`config.mk`:
```
export PLATFORM = sky130hd
export DESIGN_NAME = word_fuzzy_match_min_edit_distance
export DESIGN_NICKNAME = d
export VERILOG_FILES = /design/src/hdl/wfm_pkg.sv /design/src/hdl/wfm_cell.sv /design/src/hdl/word_fuzzy_match_min_edit_distance.sv
export SDC_FILE = /design/constraint.sdc
export NUM_CORES = 2
export LEC_CHECK = 0
export BUFFER_PORTS_ARGS = -buffer_cell sky130_fd_sc_hd__buf_2
export CORE_MARGIN = 5
export CORE_UTILIZATION = 45
export CTS_CLUSTER_SIZE = 12
export DETAILED_ROUTE_END_ITERATION = 8
export GPL_TIMING_DRIVEN = 0
export PLACE_DENSITY = 0.64
export SYNTH_ARGS = -nofsm -noshare
export SYNTH_HDL_FRONTEND = slang
export SYNTH_SLANG_ARGS = --single-unit
```
`constraint.sdc`:
```
create_clock -name clock -period 7.8 [get_ports clock]
set_input_delay 1.17 -clock clock [delete_from_list [all_inputs] [get_ports clock]]
set_output_delay 1.17 -clock clock [all_outputs]
set_load 0.01 [all_outputs]
```
`src/hdl/wfm_pkg.sv`:
```
// Shared types, register indexes and helpers for the fuzzy word match block.
// Used by the cell, the top level and the port checker; no dependencies.
`default_nettype none

package wfm_pkg;

   // Needle bytes that the two byte registers can hold
   localparam int NEEDLE_REG_BYTES = 16;
   localparam int NEEDLE_REG_BITS  = 8 * NEEDLE_REG_BYTES;

   localparam int CSR_INDEX_W = 2;
   localparam int CSR_DATA_W  = 64;
   localparam int LENGTH_W    = 5;

   // Configuration register indexes
   localparam logic [CSR_INDEX_W-1:0] CSR_NEEDLE_LENGTH = 2'd0;
   localparam logic [CSR_INDEX_W-1:0] CSR_NEEDLE_LOW    = 2'd1;
   localparam logic [CSR_INDEX_W-1:0] CSR_NEEDLE_HIGH   = 2'd2;

   localparam logic [7:0] DIST_MAX = 8'hFF;

   typedef struct packed {
      logic [7:0] text_char;
      logic       last;
   } req_type;

   typedef struct packed {
      logic [7:0] min_distance;
      logic       found;
   } rsp_type;

   // Hand-off between neighbouring cells
   typedef struct packed {
      logic       fire;   // token: this cell works in this cycle
      logic       upd;    // 1: advance the row, 0: read only
      logic [7:0] lnew;   // left neighbour, updated value
      logic [7:0] lold;   // left neighbour, previous value (diagonal)
      logic [7:0] tail;   // row entry at the needle length
   } wfm_link_type;

   typedef enum logic [1:0] {
      ST_IDLE,
      ST_SWEEP,
      ST_FINISH
   } wfm_state_type;

   function automatic logic [7:0] sat_inc(input logic [7:0] v);
      return (v == DIST_MAX) ? DIST_MAX : v + 8'd1;
   endfunction

   // Tab, line feed, vertical tab, form feed, carriage return and space
   function automatic logic is_space(input logic [7:0] c);
      return ((c >= 8'd9) && (c <= 8'd13)) || (c == 8'd32);
   endfunction

endpackage

`default_nettype wire

```
`src/hdl/wfm_cell.sv`:
```
// One column of the edit distance row: holds one row entry and its needle compare.
// Depends on wfm_pkg for the link type and the saturating increment.
`default_nettype none

module wfm_cell import wfm_pkg::*; #(
   parameter int IDX = 1
) (
   input  wire logic         clock,
   input  wire logic         reset,
   input  wire logic         row_clear,
   input  wire logic         active,
   input  wire logic         is_end,
   input  wire logic [7:0]   needle_byte,
   input  wire logic [7:0]   text_char,
   input  wire wfm_link_type link_in,
   output wfm_link_type      link_out
);

   logic [7:0]   dp_ff, dp_in;
   logic [7:0]   best;
   logic [7:0]   via_diag, via_up, via_left;
   wfm_link_type link_out_ff, link_out_in;

   // Minimum of substitute, delete and insert
   always_comb begin
      via_diag = (text_char == needle_byte) ? link_in.lold : sat_inc(link_in.lold);
      via_up   = sat_inc(dp_ff);
      via_left = sat_inc(link_in.lnew);
      best     = via_diag;
      if (via_up < best) begin
         best = via_up;
      end
      if (via_left < best) begin
         best = via_left;
      end
   end

   // Row entry
   always_comb begin
      priority if (row_clear) begin
         dp_in = 8'(IDX);
      end else if (link_in.fire && link_in.upd && active) begin
         dp_in = best;
      end else begin
         dp_in = dp_ff;
      end
   end

   // Hand on to the right neighbour; the cell at the needle length drops its value in tail
   always_comb begin
      link_out_in.fire = link_in.fire;
      link_out_in.upd  = link_in.upd;
      link_out_in.lnew = best;
      link_out_in.lold = dp_ff;
      if (is_end) begin
         link_out_in.tail = link_in.upd ? best : dp_ff;
      end else begin
         link_out_in.tail = link_in.tail;
      end
   end

   always_ff @(posedge clock) begin
      if (reset) begin
         dp_ff       <= 8'(IDX);
         link_out_ff <= '0;
      end else begin
         dp_ff       <= dp_in;
         link_out_ff <= link_out_in;
      end
   end

   assign link_out = link_out_ff;

endmodule

`default_nettype wire

```
`src/hdl/word_fuzzy_match_min_edit_distance.sv`:
```
// Top level: minimum Levenshtein distance of any word in a text to a needle.
// Depends on wfm_pkg and a chain of wfm_cell columns.
//
//   channel   direction   handshake              payload
//   req_      in          req_valid / req_stall  req_type (text_char, last)
//   rsp_      out         rsp_valid / rsp_stall  rsp_type (min_distance, found)
//   csr_      in          csr_we                 csr_index, csr_wdata
//
// Each request is accepted, then a token walks column zero and the cell chain, then the
// finish state folds the word distance into the running minimum.
// One response leaves per request marked last; the row and minimum are then cleared.
// Reset is synchronous and brings the row back to entry j = j.
// A stalled response holds in the output register; a following last request waits.
`default_nettype none

module word_fuzzy_match_min_edit_distance import wfm_pkg::*; #(
   parameter int NEEDLE_MAX = 16
) (
   input  wire logic                   clock,
   input  wire logic                   reset,
   input  wire logic                   req_valid,
   output logic                        req_stall,
   input  wire req_type                req_data,
   output logic                        rsp_valid,
   input  wire logic                   rsp_stall,
   output rsp_type                     rsp_data,
   input  wire logic                   csr_we,
   input  wire logic [CSR_INDEX_W-1:0] csr_index,
   input  wire logic [CSR_DATA_W-1:0]  csr_wdata
);

   localparam int LEN_W = $clog2(NEEDLE_MAX + 1);

   wfm_state_type state_ff, state_in;

   logic [LENGTH_W-1:0]        needle_length_ff;
   logic [CSR_DATA_W-1:0]      needle_low_ff, needle_high_ff;
   logic [NEEDLE_REG_BITS-1:0] needle_all;
   logic [LEN_W-1:0]           eff_len;

   req_type      req_ff;
   logic [7:0]   dp0_ff, dp0_in;
   logic         in_word_ff, in_word_in;
   logic [7:0]   best_ff, best_in;
   logic         any_ff, any_in;
   logic [7:0]   tail_ff;
   wfm_link_type link0_ff, link0_in;
   rsp_type      rsp_ff, rsp_in;
   logic         rsp_valid_ff, rsp_valid_in;

   wfm_link_type links [0:NEEDLE_MAX];

   logic accept, commit, out_free, row_clear;
   logic space_now, space_held, closing;
   logic [7:0] best_next;
   logic       any_next;

   // Configuration registers
   always_ff @(posedge clock) begin
      if (reset) begin
         needle_length_ff <= '0;
         needle_low_ff    <= '0;
         needle_high_ff   <= '0;
      end else if (csr_we) begin
         unique case (csr_index)
            CSR_NEEDLE_LENGTH: needle_length_ff <= csr_wdata[LENGTH_W-1:0];
            CSR_NEEDLE_LOW:    needle_low_ff    <= csr_wdata;
            CSR_NEEDLE_HIGH:   needle_high_ff   <= csr_wdata;
            default: ;
         endcase
      end
   end

   assign needle_all = {needle_high_ff, needle_low_ff};

   // Effective needle length, clipped to the chain length
   always_comb begin
      if (int'(needle_length_ff) > NEEDLE_MAX) begin
         eff_len = LEN_W'(NEEDLE_MAX);
      end else begin
         eff_len = LEN_W'(needle_length_ff);
      end
   end

   // Control
   assign out_free   = !rsp_valid_ff || !rsp_stall;
   assign space_now  = is_space(req_data.text_char);
   assign space_held = is_space(req_ff.text_char);
   assign closing    = space_held ? in_word_ff : req_ff.last;

   always_comb begin
      state_in = state_ff;
      accept   = 1'b0;
      commit   = 1'b0;
      unique case (state_ff)
         ST_IDLE: begin
            accept = req_valid;
            if (req_valid) begin
               state_in = ST_SWEEP;
            end
         end
         ST_SWEEP: begin
            if (links[NEEDLE_MAX].fire) begin
               state_in = ST_FINISH;
            end
         end
         ST_FINISH: begin
            if (!req_ff.last || out_free) begin
               commit   = 1'b1;
               state_in = ST_IDLE;
            end
         end
         default: state_in = ST_IDLE;
      endcase
   end

   always_ff @(posedge clock) begin
      if (reset) begin
         state_ff <= ST_IDLE;
      end else begin
         state_ff <= state_in;
      end
   end

   assign req_stall = (state_ff != ST_IDLE);

   // Column zero and the token that starts the sweep
   always_comb begin
      link0_in      = '0;
      link0_in.fire = accept;
      link0_in.upd  = !space_now;
      link0_in.lnew = sat_inc(dp0_ff);
      link0_in.lold = dp0_ff;
      link0_in.tail = space_now ? dp0_ff : sat_inc(dp0_ff);
   end

   // Word close and result
   always_comb begin
      best_next = (closing && (tail_ff < best_ff)) ? tail_ff : best_ff;
      any_next  = any_ff | closing;
      row_clear = commit && (closing || req_ff.last);

      dp0_in = dp0_ff;
      if (row_clear) begin
         dp0_in = 8'd0;
      end else if (accept && !space_now) begin
         dp0_in = sat_inc(dp0_ff);
      end

      best_in    = best_ff;
      any_in     = any_ff;
      in_word_in = in_word_ff;
      rsp_in     = rsp_ff;
      rsp_valid_in = rsp_valid_ff && rsp_stall;
      if (commit) begin
         if (req_ff.last) begin
            best_in         = DIST_MAX;
            any_in          = 1'b0;
            in_word_in      = 1'b0;
            rsp_in.found    = any_next;
            rsp_in.min_distance = any_next ? best_next : 8'd0;
            rsp_valid_in    = 1'b1;
         end else begin
            best_in    = best_next;
            any_in     = any_next;
            in_word_in = closing ? 1'b0 : (!space_held || in_word_ff);
         end
      end
   end

   always_ff @(posedge clock) begin
      if (reset) begin
         dp0_ff       <= 8'd0;
         in_word_ff   <= 1'b0;
         best_ff      <= DIST_MAX;
         any_ff       <= 1'b0;
         link0_ff     <= '0;
         rsp_valid_ff <= 1'b0;
      end else begin
         dp0_ff       <= dp0_in;
         in_word_ff   <= in_word_in;
         best_ff      <= best_in;
         any_ff       <= any_in;
         link0_ff     <= link0_in;
         rsp_valid_ff <= rsp_valid_in;
      end
   end

   // Payload holding registers
   always_ff @(posedge clock) begin
      if (accept) begin
         req_ff <= req_data;
      end
      if (links[NEEDLE_MAX].fire) begin
         tail_ff <= links[NEEDLE_MAX].tail;
      end
      rsp_ff <= rsp_in;
   end

   assign rsp_valid = rsp_valid_ff;
   assign rsp_data  = rsp_ff;

   // Chain of columns 1 .. NEEDLE_MAX
   assign links[0] = link0_ff;

   for (genvar j = 1; j <= NEEDLE_MAX; j++) begin : g_col
      logic [7:0] nb;
      if (j <= NEEDLE_REG_BYTES) begin : g_reg
         assign nb = needle_all[(j-1)*8 +: 8];
      end else begin : g_zero
         assign nb = 8'd0;
      end

      wfm_cell #(
         .IDX (j)
      ) u_cell (
         .clock       (clock),
         .reset       (reset),
         .row_clear   (row_clear),
         .active      (LEN_W'(j) <= eff_len),
         .is_end      (LEN_W'(j) == eff_len),
         .needle_byte (nb),
         .text_char   (req_ff.text_char),
         .link_in     (links[j-1]),
         .link_out    (links[j])
      );
   end

endmodule

`default_nettype wire

```
==> flow_summary.ini <==
[sta]
hold_viol = 0
finalCriticalPeriod_ps = 6860
setup_viol = 0
finalCritPeriodShare_pct = 87.9
clock.fmax_ghz = 0.146
slew_violations = 0
setup_slack_ps = 943
relSlewSlack_pct = 6.99
fin_skew_ps = 35.0
tightestPinTransition_ps = 1390
rsz0062_at_grt = false
final.setup.tns_ps = 0

[global_route]
antenna_found_initial = 13
grt_pass1_vias = 36302
grt_overflow = 0
grt_max_degree = 13
grt_use_total_pct = 25.6
grt_pass1_wl_mm = 209

[min_path]
hp-class = flop to flop

[worst_setup_path]
cp_data_arrival_time_ps = 7340
crit_path_start_kind = flop
critPathMaxFanout = 10
critPathRequiredTime_ps = 8280
end_kind = flop
crit_type = flop to flop

[floorplan]
die_y_um = 321
initial_utilization_pct = 45.2
dieArea_um2 = 103000
core-area_um2 = 96300
ios = 91
die-width_um = 321
rows = 114

[clock_tree]
clk_latency_ps = 660
clockBufferDepth = 3
cts_setup_buffers = 0
cts_hold_buf = 0
cts_root_buf = clkbuf_16
htreeDepth = 3
cts_inserted_buffers = 83
cts_sinks = 733
tritoncts = built
path_clk_slew_ps = 60
cts_resized = 0

[routing]
postRouteAntennaNets = 0
vias_per_cell = 5.66
drtPass1Iterations = 8
vias = 38613
finalWirelength_mm = 137
first_iter_violations = 3077
drc_errors = 0
routedWlPerCell_um = 20.1

[logic_synthesis]
synth_async_sr_flop_share_pct = 0
synth_edf_count = 26
synth_fa_ha_area_share_pct = 8.05
muxShareOfSynthArea_pct = 8.14
yosysUniqueCellTypes = 96
synthSimpleGateAreaFrac_pct = 23.5
yosysWarnings = 0
synth_xor_area_share_pct = 5.00
synth_flop_cell = dfxtp_1
ys_seq_area_share_pct = 34.3
synth_area_um2 = 43500
yosysTopAreaCellShare_pct = 32.5
synth_compound_area_share_pct = 16.5
synth_seq_cells = 733
netlist_top_cells_area = dfxtp_1 (33%), ha_1 (8.0%), nand2_1 (5.5%)
synth_top_family_by_area = simple AND/OR/NAND/NOR gates
syn-num-nets = 5658
syn_inst = 5298
syn_area_per_cell_um2 = 8.22
yosysTopAreaCell = dfxtp_1

[run]
maxCapViolCount = 0

[power_and_ir_drop]
leakage_nw = 20.2
ir_worst_vdd_mv = 0.139
powerDensity_nw_per_um2 = 221

[place]
pre_cts_slack_ps = 918
dp_hpwl_mm = 107
io_buffers = 90
place_congestion = 0.966

[final_layout]
drive_above_1_share_pct = 8.14
area_growth_pct = 11.2
utilization_pct = 50.3
nets = 5836

[status]
outcome = complete, no violations
worst max-delay path, stage by stage, from the launching register on:
cell and delay (ps):
edfxtp_1 370, buf_6 190, buf_6 190, xor2_1 160
nor4_2 1130, nand2_1 400, nand2_1 170, mux2_2 360
inv_1 60, ha_1 230, a21o_1 160, a211oi_1 330
and3_1 270, a31oi_4 180, o21ai_0 440, ha_1 340
a21o_1 160, a21o_1 160, a21oi_1 290, o31a_1 240
a31oi_4 70, or2_1 230, buf_2 160, o221ai_1 270
nor3_1 90
cells by family after synthesis:
kind of cell,after synthesis
AND/OR/NAND/NOR,2059
AO/OA/AOI/OAI,1165
flip-flops,733
buffers and inverters,478
multiplexers,337
adder cells (fa/ha/maj),280
XOR/XNOR,246
synthesized netlist by cell type, drive strengths merged, types with 12 or more instances:
cell / n
a2111oi: 17
a211oi: 44
a21o: 84
a21oi: 392
a311oi: 12
a31oi: 82
and2: 93
and3: 116
and4: 36
buf: 48
clkbuf: 178
dfxtp: 707
edfxtp: 26
ha: 280
inv: 252
mux2: 122
mux2i: 215
nand2: 642
nand2b: 66
nand3: 218
nand3b: 19
nand4: 96
nor2: 405
nor2b: 183
nor3: 63
nor3b: 12
nor4: 22
nor4b: 30
o211ai: 30
o21a: 42
o21ai: 339
o22ai: 22
or2: 26
or3: 18
xnor2: 152
xor2: 94
routing by layer:
metal,wire length [µm],vias up,track usage (%)
li1,-,19067,-
met3,8960,270,3.57
met2,60600,1148,40.9
met5,0,-,0
met1,61100,18128,34.9
met4,6150,0,10.3
report_power, final:
group | internal [mW] | switching (mW)
Sequential | 3.95 | 0.144
Clock | 2.39 | 1.61
Combinational | 1.02 | 1.60
final cells by class:
class / count / area (µm²)
diodes: 4 / 10.0
plain buffers: 226 / 1000
clock buffers: 117 / 2410
clock inverters: 32 / 384
fillers: 9301 / 47900
inverters: 252 / 946
multi-input cells: 4087 / 26700
flip-flops and latches: 733 / 14900
well taps: 1276 / 1600
repair buffers: 93 / 480
worst paths after layout:
check / cells after the start / from / slack (ps) / end
max: 24 / req_ff[4]$_DFFE_PP_ / 940 / g_col[12].u_cell.link_out[1]$_SDFF_PP0_
min: 0 / g_col[16].u_cell.link_out[1]$_SDFF_PP0_ / 410 / tail_ff[1]$_DFFE_PP_
max reg2reg: 24 / req_ff[4]$_DFFE_PP_ / 940 / g_col[12].u_cell.link_out[1]$_SDFF_PP0_
min reg2reg: 0 / g_col[16].u_cell.link_out[1]$_SDFF_PP0_ / 410 / tail_ff[1]$_DFFE_PP_
metrics by stage:
step	instances	instance area [µm²]	power [mW]	hold WS, ps
after global routing	6816	48400	11.2	414
after global placement	6664	45600	6.71	392
final	6820	48400	10.7	407
after CTS	6815	48400	10.7	409
after floorplan	5298	43500	6.03	386
after detailed placement	6666	45600	6.75	396
flip-flops by register name, summed over array words and instances, names as in the netlist:
register / count
rsp_data: 9
state_ff: 2
req_ff: 9
rsp_valid: 1
link0_ff: 26
tail_ff: 8
best_ff: 8
needle_length_ff: 5
needle_high_ff: 64
g_col.u_cell.dp_ff: 128
in_word_ff: 1
any_ff: 1
g_col.u_cell.link_out: 399
dp0_ff: 8
needle_low_ff: 64
cells in the final DEF, fill, tap and decap left out, types with 94 or more instances in the layout:
master,instances
xor2_1,94
nor2_1,405
inv_1,252
xnor2_1,149
nand4_1,96
buf_2,99
a21oi_1,389
mux2_2,115
dfxtp_1,707
and3_1,116
nand2_1,640
nand3_1,218
mux2i_1,215
o21ai_0,305
clkbuf_1,192
ha_1,280
nor2b_1,183
Note: power is estimated with default switching activity, not from simulation.
